--- src/rtl/rsa_pkg.sv ---
// Shared constants and codes for the random-select slot allocator.
package rsa_pkg;

  localparam int unsigned SLOTS_DEF = 512;
  localparam int unsigned CFG_W     = 10;
  localparam int unsigned WORD_W    = 32;
  localparam int unsigned IDX_W     = 9;
  localparam int unsigned STAT_W    = 2;
  localparam int unsigned RC_W      = 10;
  localparam int unsigned ROW_W     = 16;
  localparam int unsigned TDATA_IN_W  = 32;
  localparam int unsigned TDATA_OUT_W = 24;

  localparam logic [CFG_W-1:0] SLOT_COUNT_RST   = CFG_W'(512);
  localparam logic [CFG_W-1:0] MAX_RESIDENT_RST = CFG_W'(512);

  localparam logic REG_SLOT_COUNT   = 1'b0;
  localparam logic REG_MAX_RESIDENT = 1'b1;

  localparam logic OP_RELEASE = 1'b0;
  localparam logic OP_CLAIM   = 1'b1;

  localparam logic [STAT_W-1:0] STAT_DONE    = 2'd0;
  localparam logic [STAT_W-1:0] STAT_EMPTY   = 2'd1;
  localparam logic [STAT_W-1:0] STAT_REFUSED = 2'd2;

endpackage

--- src/rtl/random_select_slot_allocator.sv ---
// Top level of the random-select slot allocator: slot memory, scan and control.
//
//  channel  | direction | handshake                    | content
//  s_axis   | in        | s_axis_tvalid_i/tready_o     | opcode (tuser), random_word (tdata)
//  m_axis   | out       | m_axis_tvalid_o/tready_i     | slot_index, status, reused, count
//  cfg      | in        | cfg_valid_i/cfg_ready_o      | register index, 10-bit value
//
// A claim or release that reaches the search passes from its accept through the remainder
// unit, the registered read of the slot memory, one memory row of 16 slots per cycle through
// the single read port, a state to locate and write back, a state to load the output
// register and the return to idle. A refused item or one with no candidate goes straight
// to the state that loads the output register.
// Reset clears the per-row valid bits at once, so no clearing pass is needed.
// A finished result waits in the output register; a new item is taken meanwhile.
module random_select_slot_allocator #(
  parameter int unsigned SLOTS = rsa_pkg::SLOTS_DEF
) (
  input  logic                            clk_i,
  input  logic                            rst_ni,
  input  logic                            s_axis_tvalid_i,
  output logic                            s_axis_tready_o,
  // [31:0] random_word
  input  logic [rsa_pkg::TDATA_IN_W-1:0]  s_axis_tdata_i,
  // [0] opcode
  input  logic                            s_axis_tuser_i,
  output logic                            m_axis_tvalid_o,
  input  logic                            m_axis_tready_i,
  // [8:0] slot_index, [10:9] status, [11] reused, [21:12] resident_count, [23:22] zero
  output logic [rsa_pkg::TDATA_OUT_W-1:0] m_axis_tdata_o,
  input  logic                            cfg_valid_i,
  output logic                            cfg_ready_o,
  input  logic                            cfg_index_i,
  input  logic [rsa_pkg::CFG_W-1:0]       cfg_data_i
);

  localparam int unsigned W     = rsa_pkg::ROW_W;
  localparam int unsigned LW    = $clog2(W);
  localparam int unsigned CNTW  = $clog2(W + 1);
  localparam int unsigned AW    = $clog2(SLOTS + 1);
  localparam int unsigned SW    = $clog2(SLOTS);
  localparam int unsigned R     = (SLOTS + W - 1) / W;
  localparam int unsigned RAW   = (R > 1) ? $clog2(R) : 1;
  localparam int unsigned CW    = (AW > rsa_pkg::CFG_W) ? AW : rsa_pkg::CFG_W;
  localparam int unsigned OW    = (AW > CNTW) ? AW : CNTW;
  localparam int unsigned BW0   = (RAW + LW > CW) ? RAW + LW : CW;
  localparam int unsigned BW    = BW0 + 1;
  localparam logic [CW-1:0] SLOTS_C = CW'(SLOTS);

  typedef enum logic [2:0] {
    ST_IDLE,
    ST_MOD,
    ST_SCAN,
    ST_LOC,
    ST_FIN
  } state_e;

  state_e state_q;

  logic [rsa_pkg::CFG_W-1:0] slot_cfg_q;
  logic [rsa_pkg::CFG_W-1:0] maxres_cfg_q;

  logic [AW-1:0]  act_q;
  logic           op_q;
  logic [BW-1:0]  lim_q;
  logic [AW-1:0]  ord_q;
  logic [RAW-1:0] rd_row_q;
  logic [RAW-1:0] ev_row_q;
  logic           pend_q;
  logic           last_iss_q;
  logic [R-1:0]   row_vld_q;
  logic [RAW-1:0] hit_row_q;
  logic [W-1:0]   cand_q;
  logic [W-1:0]   row_act_q;
  logic [W-1:0]   row_used_q;

  logic [SW-1:0]                 res_idx_q;
  logic [rsa_pkg::STAT_W-1:0]    res_stat_q;
  logic                          res_reuse_q;

  logic                           m_valid_q;
  logic [rsa_pkg::TDATA_OUT_W-1:0] m_data_q;

  logic [2*W-1:0] mem [R];
  logic [2*W-1:0] rdata_q;

  // Configuration registers.
  assign cfg_ready_o = 1'b1;

  always_ff @(posedge clk_i or negedge rst_ni) begin
    if (!rst_ni) begin
      slot_cfg_q   <= rsa_pkg::SLOT_COUNT_RST;
      maxres_cfg_q <= rsa_pkg::MAX_RESIDENT_RST;
    end else if (cfg_valid_i) begin
      if (cfg_index_i == rsa_pkg::REG_SLOT_COUNT) begin
        slot_cfg_q <= cfg_data_i;
      end else begin
        maxres_cfg_q <= cfg_data_i;
      end
    end
  end

  // Admission checks at accept time.
  logic          accept;
  logic [CW-1:0] n_slots;
  logic [CW-1:0] act_w;
  logic [CW-1:0] free_cnt;
  logic          refused;
  logic          no_cand;
  logic [AW-1:0] divisor;
  logic          mod_start;
  logic          mod_done;
  logic [AW-1:0] mod_rem;

  assign s_axis_tready_o = (state_q == ST_IDLE);
  assign accept          = s_axis_tvalid_i && s_axis_tready_o;

  always_comb begin
    act_w    = CW'(act_q);
    n_slots  = (CW'(slot_cfg_q) > SLOTS_C) ? SLOTS_C : CW'(slot_cfg_q);
    free_cnt = (n_slots > act_w) ? n_slots - act_w : '0;
    refused  = (s_axis_tuser_i == rsa_pkg::OP_CLAIM) && (act_w >= CW'(maxres_cfg_q));
    if (s_axis_tuser_i == rsa_pkg::OP_CLAIM) begin
      no_cand = (free_cnt == '0);
      divisor = AW'(free_cnt);
    end else begin
      no_cand = (act_q == '0);
      divisor = act_q;
    end
  end

  assign mod_start = accept && !refused && !no_cand;

  rsa_mod #(
    .DIV_W(AW)
  ) u_mod (
    .clk_i     (clk_i),
    .rst_ni    (rst_ni),
    .start_i   (mod_start),
    .dividend_i(s_axis_tdata_i[rsa_pkg::WORD_W-1:0]),
    .divisor_i (divisor),
    .done_o    (mod_done),
    .rem_o     (mod_rem)
  );

  // Row evaluation during the scan.
  logic [W-1:0]    ev_act;
  logic [W-1:0]    ev_used;
  logic [W-1:0]    lim_mask;
  logic [W-1:0]    ev_cand;
  logic [CNTW-1:0] ev_cnt;
  logic [OW-1:0]   ord_ext;
  logic [OW-1:0]   cnt_ext;
  logic            ev_hit;
  logic            rd_en;

  always_comb begin
    ev_act  = row_vld_q[ev_row_q] ? rdata_q[W-1:0] : '0;
    ev_used = row_vld_q[ev_row_q] ? rdata_q[2*W-1:W] : '0;
    for (int j = 0; j < W; j++) begin
      lim_mask[j] = BW'({ev_row_q, LW'(j)}) < lim_q;
    end
    ev_cand = ((op_q == rsa_pkg::OP_CLAIM) ? ~ev_act : ev_act) & lim_mask;
    ev_cnt  = CNTW'($countones(ev_cand));
    ord_ext = OW'(ord_q);
    cnt_ext = OW'(ev_cnt);
    ev_hit  = ord_ext < cnt_ext;
  end

  assign rd_en = (state_q == ST_SCAN) && !last_iss_q;

  // Locating the chosen slot inside the hit row.
  logic [W-1:0]    sel;
  logic [LW-1:0]   sel_pos;
  logic [CNTW-1:0] pre_cnt;
  logic [W-1:0]    new_act;
  logic [W-1:0]    new_used;
  logic [RAW+LW-1:0] slot_full;

  always_comb begin
    sel     = '0;
    sel_pos = '0;
    pre_cnt = '0;
    for (int j = 0; j < W; j++) begin
      pre_cnt = CNTW'($countones(cand_q & ((W'(1) << j) - W'(1))));
      sel[j]  = cand_q[j] && (OW'(pre_cnt) == ord_ext);
    end
    for (int j = 0; j < W; j++) begin
      if (sel[j]) begin
        sel_pos = sel_pos | LW'(j);
      end
    end
    new_act   = row_act_q ^ sel;
    new_used  = (op_q == rsa_pkg::OP_CLAIM) ? (row_used_q | sel) : row_used_q;
    slot_full = {hit_row_q, sel_pos};
  end

  // Slot memory: one row of active and used bits per address.
  always_ff @(posedge clk_i) begin
    if (state_q == ST_LOC) begin
      mem[hit_row_q] <= {new_used, new_act};
    end
    if (rd_en) begin
      rdata_q <= mem[rd_row_q];
    end
  end

  // Output field packing.
  logic [AW+rsa_pkg::RC_W-1:0]  rc_ext;
  logic [SW+rsa_pkg::IDX_W-1:0] idx_ext;

  assign rc_ext  = (AW + rsa_pkg::RC_W)'(act_q);
  assign idx_ext = (SW + rsa_pkg::IDX_W)'(res_idx_q);

  // Control sequencer.
  always_ff @(posedge clk_i or negedge rst_ni) begin
    if (!rst_ni) begin
      state_q     <= ST_IDLE;
      act_q       <= '0;
      row_vld_q   <= '0;
      pend_q      <= 1'b0;
      last_iss_q  <= 1'b0;
      m_valid_q   <= 1'b0;
      op_q        <= rsa_pkg::OP_RELEASE;
      lim_q       <= '0;
      ord_q       <= '0;
      rd_row_q    <= '0;
      ev_row_q    <= '0;
      hit_row_q   <= '0;
      cand_q      <= '0;
      row_act_q   <= '0;
      row_used_q  <= '0;
      res_idx_q   <= '0;
      res_stat_q  <= rsa_pkg::STAT_DONE;
      res_reuse_q <= 1'b0;
      m_data_q    <= '0;
    end else begin
      if (m_valid_q && m_axis_tready_i && state_q != ST_FIN) begin
        m_valid_q <= 1'b0;
      end
      unique case (state_q)
        ST_IDLE: begin
          if (accept) begin
            op_q        <= s_axis_tuser_i;
            lim_q       <= (s_axis_tuser_i == rsa_pkg::OP_CLAIM) ? BW'(n_slots) : BW'(SLOTS_C);
            res_idx_q   <= '0;
            res_reuse_q <= 1'b0;
            if (refused) begin
              res_stat_q <= rsa_pkg::STAT_REFUSED;
              state_q    <= ST_FIN;
            end else if (no_cand) begin
              res_stat_q <= rsa_pkg::STAT_EMPTY;
              state_q    <= ST_FIN;
            end else begin
              res_stat_q <= rsa_pkg::STAT_EMPTY;
              state_q    <= ST_MOD;
            end
          end
        end
        ST_MOD: begin
          if (mod_done) begin
            ord_q      <= mod_rem;
            rd_row_q   <= '0;
            pend_q     <= 1'b0;
            last_iss_q <= 1'b0;
            state_q    <= ST_SCAN;
          end
        end
        ST_SCAN: begin
          pend_q   <= rd_en;
          ev_row_q <= rd_row_q;
          if (rd_en) begin
            rd_row_q   <= rd_row_q + RAW'(1);
            last_iss_q <= (rd_row_q == RAW'(R - 1));
          end
          if (pend_q) begin
            if (ev_hit) begin
              hit_row_q  <= ev_row_q;
              cand_q     <= ev_cand;
              row_act_q  <= ev_act;
              row_used_q <= ev_used;
              state_q    <= ST_LOC;
            end else if (ev_row_q == RAW'(R - 1)) begin
              state_q <= ST_FIN;
            end else begin
              ord_q <= AW'(ord_ext - cnt_ext);
            end
          end
        end
        ST_LOC: begin
          row_vld_q[hit_row_q] <= 1'b1;
          res_idx_q  <= SW'(slot_full);
          res_stat_q <= rsa_pkg::STAT_DONE;
          if (op_q == rsa_pkg::OP_CLAIM) begin
            res_reuse_q <= |(row_used_q & sel);
            act_q       <= act_q + AW'(1);
          end else begin
            act_q <= act_q - AW'(1);
          end
          state_q <= ST_FIN;
        end
        ST_FIN: begin
          if (!m_valid_q || m_axis_tready_i) begin
            m_valid_q <= 1'b1;
            m_data_q  <= rsa_pkg::TDATA_OUT_W'({rc_ext[rsa_pkg::RC_W-1:0], res_reuse_q,
                                                res_stat_q, idx_ext[rsa_pkg::IDX_W-1:0]});
            state_q   <= ST_IDLE;
          end
        end
        default: state_q <= ST_IDLE;
      endcase
    end
  end

  assign m_axis_tvalid_o = m_valid_q;
  assign m_axis_tdata_o  = m_data_q;

  a_act_bound: assert property (@(posedge clk_i) disable iff (!rst_ni)
    CW'(act_q) <= SLOTS_C)
    else $error("resident count above table size");

  a_locate_onehot: assert property (@(posedge clk_i) disable iff (!rst_ni)
    (state_q == ST_LOC) |-> $onehot(sel))
    else $error("locate did not pick exactly one slot");

  a_count_moves: assert property (@(posedge clk_i) disable iff (!rst_ni)
    (state_q == ST_LOC) |=> (act_q != $past(act_q)))
    else $error("resident count unchanged after a done item");

  a_scan_has_cand: assert property (@(posedge clk_i) disable iff (!rst_ni)
    (state_q == ST_SCAN) && pend_q && ev_hit |-> (ev_cand != '0))
    else $error("scan hit on a row without candidates");

endmodule

--- src/rtl/rsa_mod.sv ---
// Iterative restoring remainder unit: one quotient bit per cycle.
module rsa_mod #(
  parameter int unsigned DIV_W = 10
) (
  input  logic                       clk_i,
  input  logic                       rst_ni,
  input  logic                       start_i,
  input  logic [rsa_pkg::WORD_W-1:0] dividend_i,
  input  logic [DIV_W-1:0]           divisor_i,
  output logic                       done_o,
  output logic [DIV_W-1:0]           rem_o
);

  localparam int unsigned CNT_W = $clog2(rsa_pkg::WORD_W);

  logic                       busy_q;
  logic                       done_q;
  logic [CNT_W-1:0]           cnt_q;
  logic [rsa_pkg::WORD_W-1:0] quo_q;
  logic [DIV_W-1:0]           rem_q;
  logic [DIV_W-1:0]           div_q;

  logic [DIV_W:0] trial;
  logic [DIV_W:0] diff;
  logic           ge;

  always_comb begin
    trial = {rem_q, quo_q[rsa_pkg::WORD_W-1]};
    ge    = trial >= {1'b0, div_q};
    diff  = trial - {1'b0, div_q};
  end

  always_ff @(posedge clk_i or negedge rst_ni) begin
    if (!rst_ni) begin
      busy_q <= 1'b0;
      done_q <= 1'b0;
      cnt_q  <= '0;
    end else begin
      done_q <= 1'b0;
      if (start_i) begin
        busy_q <= 1'b1;
        cnt_q  <= '0;
      end else if (busy_q) begin
        cnt_q <= cnt_q + CNT_W'(1);
        if (cnt_q == CNT_W'(rsa_pkg::WORD_W - 1)) begin
          busy_q <= 1'b0;
          done_q <= 1'b1;
        end
      end
    end
  end

  always_ff @(posedge clk_i) begin
    if (start_i) begin
      quo_q <= dividend_i;
      div_q <= divisor_i;
      rem_q <= '0;
    end else if (busy_q) begin
      quo_q <= {quo_q[rsa_pkg::WORD_W-2:0], 1'b0};
      rem_q <= ge ? diff[DIV_W-1:0] : trial[DIV_W-1:0];
    end
  end

  assign done_o = done_q;
  assign rem_o  = rem_q;

  a_rem_below_div: assert property (@(posedge clk_i) disable iff (!rst_ni)
    done_q |-> (rem_q < div_q))
    else $error("remainder not below divisor");

  a_done_after_busy: assert property (@(posedge clk_i) disable iff (!rst_ni)
    done_q |-> !busy_q && $past(busy_q))
    else $error("done without a finished division");

endmodule

--- config.mk ---
export PLATFORM = sky130hd
export DESIGN_NAME = random_select_slot_allocator
export DESIGN_NICKNAME = d
export VERILOG_FILES = /design/src/rtl/rsa_pkg.sv /design/src/rtl/random_select_slot_allocator.sv /design/src/rtl/rsa_mod.sv
export SDC_FILE = /design/constraint.sdc
export NUM_CORES = 2
export LEC_CHECK = 0
export ABC_AREA = 1
export BUFFER_PORTS_ARGS = -buffer_cell sky130_fd_sc_hd__clkbuf_2
export CAP_MARGIN = 10
export CORE_MARGIN = 2
export CORE_UTILIZATION = 55
export CTS_BUF_LIST = sky130_fd_sc_hd__clkbuf_16
export DETAILED_ROUTE_END_ITERATION = 6
export PLACE_DENSITY = 0.77
export SLEW_MARGIN = 10
export SYNTH_ARGS = -nofsm -noshare
export SYNTH_HDL_FRONTEND = slang
export SYNTH_SLANG_ARGS = --single-unit
export TNS_END_PERCENT = 50
--- constraint.sdc ---
create_clock -name clk_i -period 7.2 [get_ports clk_i]
set_input_delay 0.36 -clock clk_i [delete_from_list [all_inputs] [get_ports clk_i]]
set_output_delay 0.36 -clock clk_i [all_outputs]
set_load 0.01 [all_outputs]
# --- Word-level counts from Yosys, hierarchy flattened ---
# Memory sizes are Yosys's and may differ from the RTL's. A register that Yosys moved wholly into a read port is not among the register bits.
# Cells that the tools add are included.
op_classes:
  n_mux: 74
  magnitude_cmp: 24
  div: 0
  bitwise: 7
  addsub: 50
  n_shift: 0
  reduce_logical: 48
  eq_ne: 32
  mul: 0
ops:
  columns: ["operator", "count"]
  rows:
  - ["9-bit by 11-bit less-than comparator with 1-bit output", 16]
  - ["5-bit by 10-bit equality test with 1-bit output", 14]
  - ["10-bit 2-to-1 mux", 10]
  - ["16-bit 2-to-1 mux", 4]
  - ["32-bit 2-to-1 mux", 2]
  - ["3-bit 2-to-1 mux", 12]
  - ["5-bit adder", 7]
  - ["16-bit bitwise AND", 2]
  - ["4-bit 2-to-1 mux", 8]
  - ["32-bit bitwise OR", 1]
  - ["1-bit by 1-bit adder with 2-bit output", 15]
  - ["10-bit zero test", 3]
  - ["1-bit logical AND", 24]
  - ["2-bit by 2-bit adder with 3-bit output", 7]
  - ["5-bit 2-to-1 mux", 4]
  - ["10-bit case mux with 2 select lines", 1]
  - ["10-bit subtractor", 2]
  - ["1-bit 2-to-1 mux", 19]
  - ["9-bit case mux with 2 select lines", 1]
  - ["3-bit by 3-bit adder with 4-bit output", 4]
  - ["16-bit NOT", 1]
  - ["16-bit bitwise OR", 1]
  - ["16-bit OR reduction", 1]
  - ["16-bit XOR", 1]
  - ["41 further kinds", 75]
word_totals:
  output_inout_bits: 27
  n_memories: 1
  romBits: 0
  ramBits: 1024
  inputBits: 49
  reg_bits: 246
  latch_bits: 0
memory_table:
  columns: ["memory", "words", "word_bits", "rd", "rd_clocked_by_memory_dff", "write_ports", "line_no", "source"]
  rows:
  - ["mem", 32, 32, 1, 1, 1, "random_select_slot_allocator.sv:83", "logic [2*W-1:0] mem [R];"]

# --- Logic depth before layout (Yosys ltp) ---
logic_depth:
  word_depth: 18
  ltp_mapped: 37

# --- Modules after synthesis ---
# From an unflattened synthesis, not the netlist that was laid out.
hier_totals:
  hier_cells: 5247
  hier_area_um2: 57834.2
modules_own_cells:
  columns: ["mod", "instances", "area_per_inst_um2", "seq_area_each_um2", "cells_per_inst"]
  rows:
  - ["random_select_slot_allocator", 1, 54763.8, 36367.4, 4882]
  - ["rsa_mod", 1, 3070.4, 1636.6, 365]

# --- Worst setup path after synthesis ---
# Ideal clock, no wire load.
synth_path:
  kind: "reg2reg"
  startpoint: "reg ev_row_q[2]"
  endpoint: "reg row_act_q[13]"
  period_less_slack_ps: 6364
  slack_ps: 836
  path_stages_with_launch: 34
  t_arrival_ps: 6233
  cell_sequence: "dfrtp_1 > ha_1 > a21oi_1 > nand2_1 > nand2_1 > nand2_1 > nor2_1 > inv_1 > a21oi_1 > a21boi_0 > fa_1 > inv_1 > fa_1 > fa_1 > fa_1 > inv_1 > ha_1 > fa_1 > inv_1 > fa_1 > nand2_1 > nand2_1 > nand2_1 > nand2_1 > nand2_1 > nand2_1 > nor2_1 > nand3_1 > nor2_2 > inv_2 > buf_2 > buf_2 > nand2_1 > o21ai_1"
synth_between:
  elab_chain_cells: 12
  word_cells_on_any_way: 39
  cone_classes: "add/sub (15); order compare (17); mux (4); bitwise (2); reduce/logical (1)"
synth_lines:
  columns: ["item", "line_no", "source"]
  rows:
  - ["from (decl)", "random_select_slot_allocator.sv:67", "logic [RAW-1:0] ev_row_q;"]
  - ["from (signal assigned)", "random_select_slot_allocator.sv:270", "ev_row_q <= rd_row_q;"]
  - ["1-bit binary-select mux with 5-bit select", "random_select_slot_allocator.sv:157", "ev_act = row_vld_q[ev_row_q] ? rdata_q[W-1:0] : '0;"]
  - ["1-bit 2-to-1 mux (not written as such)", "random_select_slot_allocator.sv:157", null]
  - ["16-bit 2-to-1 mux", "random_select_slot_allocator.sv:157", null]
  - ["16-bit NOT", "random_select_slot_allocator.sv:162", "ev_cand = ((op_q == rsa_pkg::OP_CLAIM) ? ~ev_act : ev_act) & lim_mask;"]
  - ["16-bit 2-to-1 mux", "random_select_slot_allocator.sv:162", null]
  - ["16-bit bitwise AND *", "random_select_slot_allocator.sv:162", null]
  - ["via ev_cand[9]", "random_select_slot_allocator.sv:149", "logic [W-1:0] ev_cand;"]
  - ["1-bit by 1-bit adder with 2-bit output (not written as such) *", "random_select_slot_allocator.sv:163", "ev_cnt = CNTW'($countones(ev_cand));"]
  - ["2-bit by 2-bit adder with 3-bit output (not written as such) *", "random_select_slot_allocator.sv:163", null]
  - ["3-bit by 3-bit adder with 4-bit output (not written as such) *", "random_select_slot_allocator.sv:163", null]
  - ["4-bit by 4-bit adder with 5-bit output (not written as such) *", "random_select_slot_allocator.sv:163", null]
  - ["10-bit by 5-bit less-than comparator with 1-bit output *", "random_select_slot_allocator.sv:166", "ev_hit = ord_ext < cnt_ext;"]
  - ["3-bit AND reduction (no source line) *", null, null]
  - ["to (signal assigned)", "random_select_slot_allocator.sv:279", "row_act_q <= ev_act;"]
  - ["to (decl)", "random_select_slot_allocator.sv:73", "logic [W-1:0] row_act_q;"]
# The timed path passes the listed nets; every way through them passes the cells marked *. The select of a mux whose other input is x is not followed.
# A chain may end at the register's enable or synchronous reset.

# --- Worst setup path after layout ---
layout_path:
  startpoint: "reg ev_row_q[2]"
  endpoint: "reg cand_q[1]"
layout_between:
  elab_chain_cells: 12
  word_cells_on_any_way: 39
  cone_classes: "add/sub (15); order compare (17); mux (4); bitwise (2); reduce/logical (1)"
layout_lines:
  columns: ["item", "line_no", "source"]
  rows:
  - ["1-bit binary-select mux with 5-bit select", "random_select_slot_allocator.sv:157", null]
  - ["1-bit 2-to-1 mux (not written as such)", "random_select_slot_allocator.sv:157", null]
  - ["16-bit 2-to-1 mux", "random_select_slot_allocator.sv:157", null]
  - ["16-bit NOT", "random_select_slot_allocator.sv:162", null]
  - ["16-bit 2-to-1 mux", "random_select_slot_allocator.sv:162", null]
  - ["16-bit bitwise AND *", "random_select_slot_allocator.sv:162", null]
  - ["via ev_cand[0]", "random_select_slot_allocator.sv:149", null]
  - ["1-bit by 1-bit adder with 2-bit output (not written as such) *", "random_select_slot_allocator.sv:163", null]
  - ["2-bit by 2-bit adder with 3-bit output (not written as such) *", "random_select_slot_allocator.sv:163", null]
  - ["3-bit by 3-bit adder with 4-bit output (not written as such) *", "random_select_slot_allocator.sv:163", null]
  - ["4-bit by 4-bit adder with 5-bit output (not written as such) *", "random_select_slot_allocator.sv:163", null]
  - ["10-bit by 5-bit less-than comparator with 1-bit output *", "random_select_slot_allocator.sv:166", null]
  - ["3-bit AND reduction (no source line) *", null, null]
  - ["to (signal assigned)", "random_select_slot_allocator.sv:278", "cand_q <= ev_cand;"]
  - ["to (decl)", "random_select_slot_allocator.sv:72", "logic [W-1:0] cand_q;"]
# Marks and branches as above.

==> reports/results.tsv <==
stage	metric	value	unit
status	outcome	finished with violations	
status	violated checks	DRC	
synthesis	number of flops mapped to enable cells by yosys	1098	
global_routing	number of global-route vias before repair	39600	
critical_path	flop2flop setup slack	0.47	ns
route	Final ANT Viol Nets	0	
die	Die H	327	um
route	drt wl/cell	23.5	um
placed_design	GP Congestion	0.954	
critical_path	crit path capture type	register	
cells_and_area	final net count	5443	
cells_and_area	most frequent cells in the layout	1098 x edfxtp_1, 742 x o21ai_0, 734 x nand2_1	
sta	post-route setup TNS	0	ns
placed_design	post-placement cell count	6455	
flow_run	max cap viols	0	
critical_path	CP bufs+invs	6	
pwr	Max VDD drop	1.15	mV
cells_and_area	Non-Filler Instances	6738	
clock_tree	number of setup buffers added after CTS	0	
sta	Hold Slack	0.127	ns
clock_tree	TritonCTS clock tree	yes	
sta	Final setup viols	0	
critical_path	CP max stage cell	fa_1	
critical_path	CP max stage delay	0.55	ns
die	die area	0.107	mm^2
die	Row Count	118	
clock_tree	H-tree levels	4	
cells_and_area	Design Area, Final	0.0642	mm^2
synthesis	Seq/Total Area, Yosys	66.2	%
sta	final hold vios	0	
critical_path	worst setup path endpoint	cand_q[1]	
synthesis	post-synthesis register bit count	1301	
clock_tree	clk buf depth	3	
placed_design	dpl ws	0.171	ns
synthesis	Area contributors post-synth	edfxtp_1 57%, dfrtp_1 8.3%, o21ai_0 6.6%	
pwr	power after layout	28.1	mW
synthesis	cell accounting for the most synthesized area	edfxtp_1	
global_routing	largest net degree at the start of global routing	216	
global_routing	antenna violations before repair	3	
critical_path	critical path peak fanout	33	
synthesis	ys flop type	edfxtp_1	
critical_path	reg2reg end	cand_q[1]	
sta	Slew HR	15.6	%
placed_design	Post-DP Area	0.0594	mm^2
sta	final setup skew	0.0270	ns
placed_design	PortBufs	72	
route	DRC Markers	6	
route	post-DR vias/cell	6.15	
die	die width	327	um
critical_path	Worst Setup SP	ev_row_q[2]	
critical_path	family with the most delay on the worst path	adder cells	
cells_and_area	Finished Core Util	62.0	%
clock_tree	Num CTS Buffers	132	
critical_path	worst r2r src	ev_row_q[2]	
sta	Final Critical Period	6.73	ns
synthesis	synthesized instance count	5208	
clock_tree	Worst-path clk slew	0.06	ns
route	Initial DRC Count	5591	
sta	Max Slew Vio Count	0	
synthesis	Avg Cell Area, Syn	11.0	um^2
die	core box area	0.103	mm^2
synthesis	Yosys cell types	52	
route	Detailed Route WL	158000	um
critical_path	crit path DAT	7.41	ns
critical_path	Startpoint Class	register	
clock_tree	root buffer cell	clkbuf_16	
cells_and_area	layout cell share with drive strength beyond 1	8.77	%
critical_path	critical path depth	30	
route	TritonRoute pass-1 iters	7	
placed_design	half-perimeter wire length after placement	86200	um
pwr	Leak	22.1	nW
critical_path	most used cell, CP	nand2_1	
pwr	power density cells	438	mW/mm^2
sta	fmax	149	MHz
sta	final worst path period share	93.5	%
synthesis	asr flop ratio synth	14.8	%
critical_path	CP required	7.87	ns
synthesis	top cell type's share of synthesized area	57.5	%
critical_path	Setup CP Type	register to register	
cells_and_area	most common cell after layout, fill and taps aside	edfxtp_1	
route	Vias	41400	
cells_and_area	Diodes inserted	0	
cells_and_area	Area Growth Syn to Fin	11.8	%
clock_tree	clock sinks	1301	
sta	worst-margin pin slew	1.26	ns
die	Boundary Pins	76	
die	Initial Utilization	55.4	%
sta	setup ws final	0.468	ns
min_path	worst min-delay path class	input port to register	
clock_tree	clock network latency to the later pin of the worst-skew pair	0.76	ns
synthesis	YS warnings	0	
global_routing	gr usage total	29.3	%
critical_path	R2R depth	30	
synthesis	Cell Area, Synth	0.0574	mm^2
global_routing	gr ovfl total	0	
global_routing	first-pass GRT wire length	237000	um
## power by group
group	switching (mW)	total, mW	internal (mW)
Sequential	0.490	9.32	8.83
Combinational	8.16	12.3	4.10
Clock	2.85	6.55	3.69
## final cells by class
cell class / instances / area, um^2
fillers: 7800 / 39300
flip-flops and latches: 1301 / 38000
multi-input cells: 3287 / 17400
clock buffers: 138 / 3450
well taps: 1380 / 1730
repair buffers: 211 / 1640
inverters: 322 / 1230
clock inverters: 99 / 677
## cells in the mapped netlist, types with 20 or more instances
library cell / n
dfrtp_1: 191
fa_1: 35
o21ai_1: 24
a21oi_1: 103
nor2_1: 755
or2_2: 20
xnor2_1: 29
inv_1: 307
nand3_1: 178
nand4_1: 79
xor2_1: 33
o22ai_1: 334
clkbuf_1: 226
buf_2: 52
o21ai_0: 756
nand2_1: 734
edfxtp_1: 1098
ha_1: 104
## kinds of logic after synthesis
| logic type | count (synthesis) | share of synthesized area [%] |
|---|---|---|
| AOI/OAI and AO/OA | 1261 | 11.9 |
| xor gates and xnor gates | 63 | 0.986 |
| adders and majority gates | 139 | 3.49 |
| buffers and inverters | 621 | 4.27 |
| DFF | 1301 | 66.2 |
| muxes | 3 | 0.0589 |
| other | 2 | 0.0131 |
| and+or+nand+nor | 1818 | 13.0 |
## per-layer routing
| layer | global-route usage, % | wire, um | vias up |
|---|---|---|---|
| li1 | - | - | 18600 |
| met4 | 14.2 | 7880 | 2 |
| met1 | 39.1 | 59300 | 19900 |
| met2 | 46.9 | 73900 | 2468 |
| met3 | 5.18 | 17100 | 477 |
| met5 | 0 | 11 | - |
## repair_timing
item / in CTS / in global routing
resized for setup: 0 / 16
hold buffers: 44 / 0
setup endpoints to repair: 0 / 65
endpoints found under the hold margin: 152 / 0
## sequential cells by signal (all words and copies together), names as in the netlist, 9 cells and up
register / flops
maxres_cfg_q: 10
u_mod.rem_o: 10
u_mod.quo_q: 32
lim_q: 10
cand_q: 16
row_used_q: 16
row_act_q: 16
act_q: 10
u_mod.div_q: 10
mem: 1024
row_vld_q: 32
ord_ext: 10
slot_cfg_q: 10
res_idx_q: 9
rdata_q: 32
m_axis_tdata_o: 22
## worst register-to-register path, delay by kind of cell, from the launching register on
kind / cells / cell delay, ns
fa+ha+maj: 7 / 3.11
flops: 1 / 0.48
buf+inv: 6 / 0.84
compound gates: 2 / 0.22
simple gates: 15 / 2.03
## worst min path at each step
stage	start	endpoint	slack [ns]	cells after the start
floorplan	rst_ni	act_q[0]	0.06	0
global placement	row_vld_q[23]	row_vld_q[23]	0.44	2
detailed placement	row_vld_q[24]	row_vld_q[24]	0.45	1
CTS	s_axis_tvalid_i	state_q[1]	0.08	6
global route	s_axis_tvalid_i	state_q[1]	0.14	6
finish	s_axis_tvalid_i	state_q[1]	0.13	6
No activity file was read; power rests on OpenSTA's default activity.
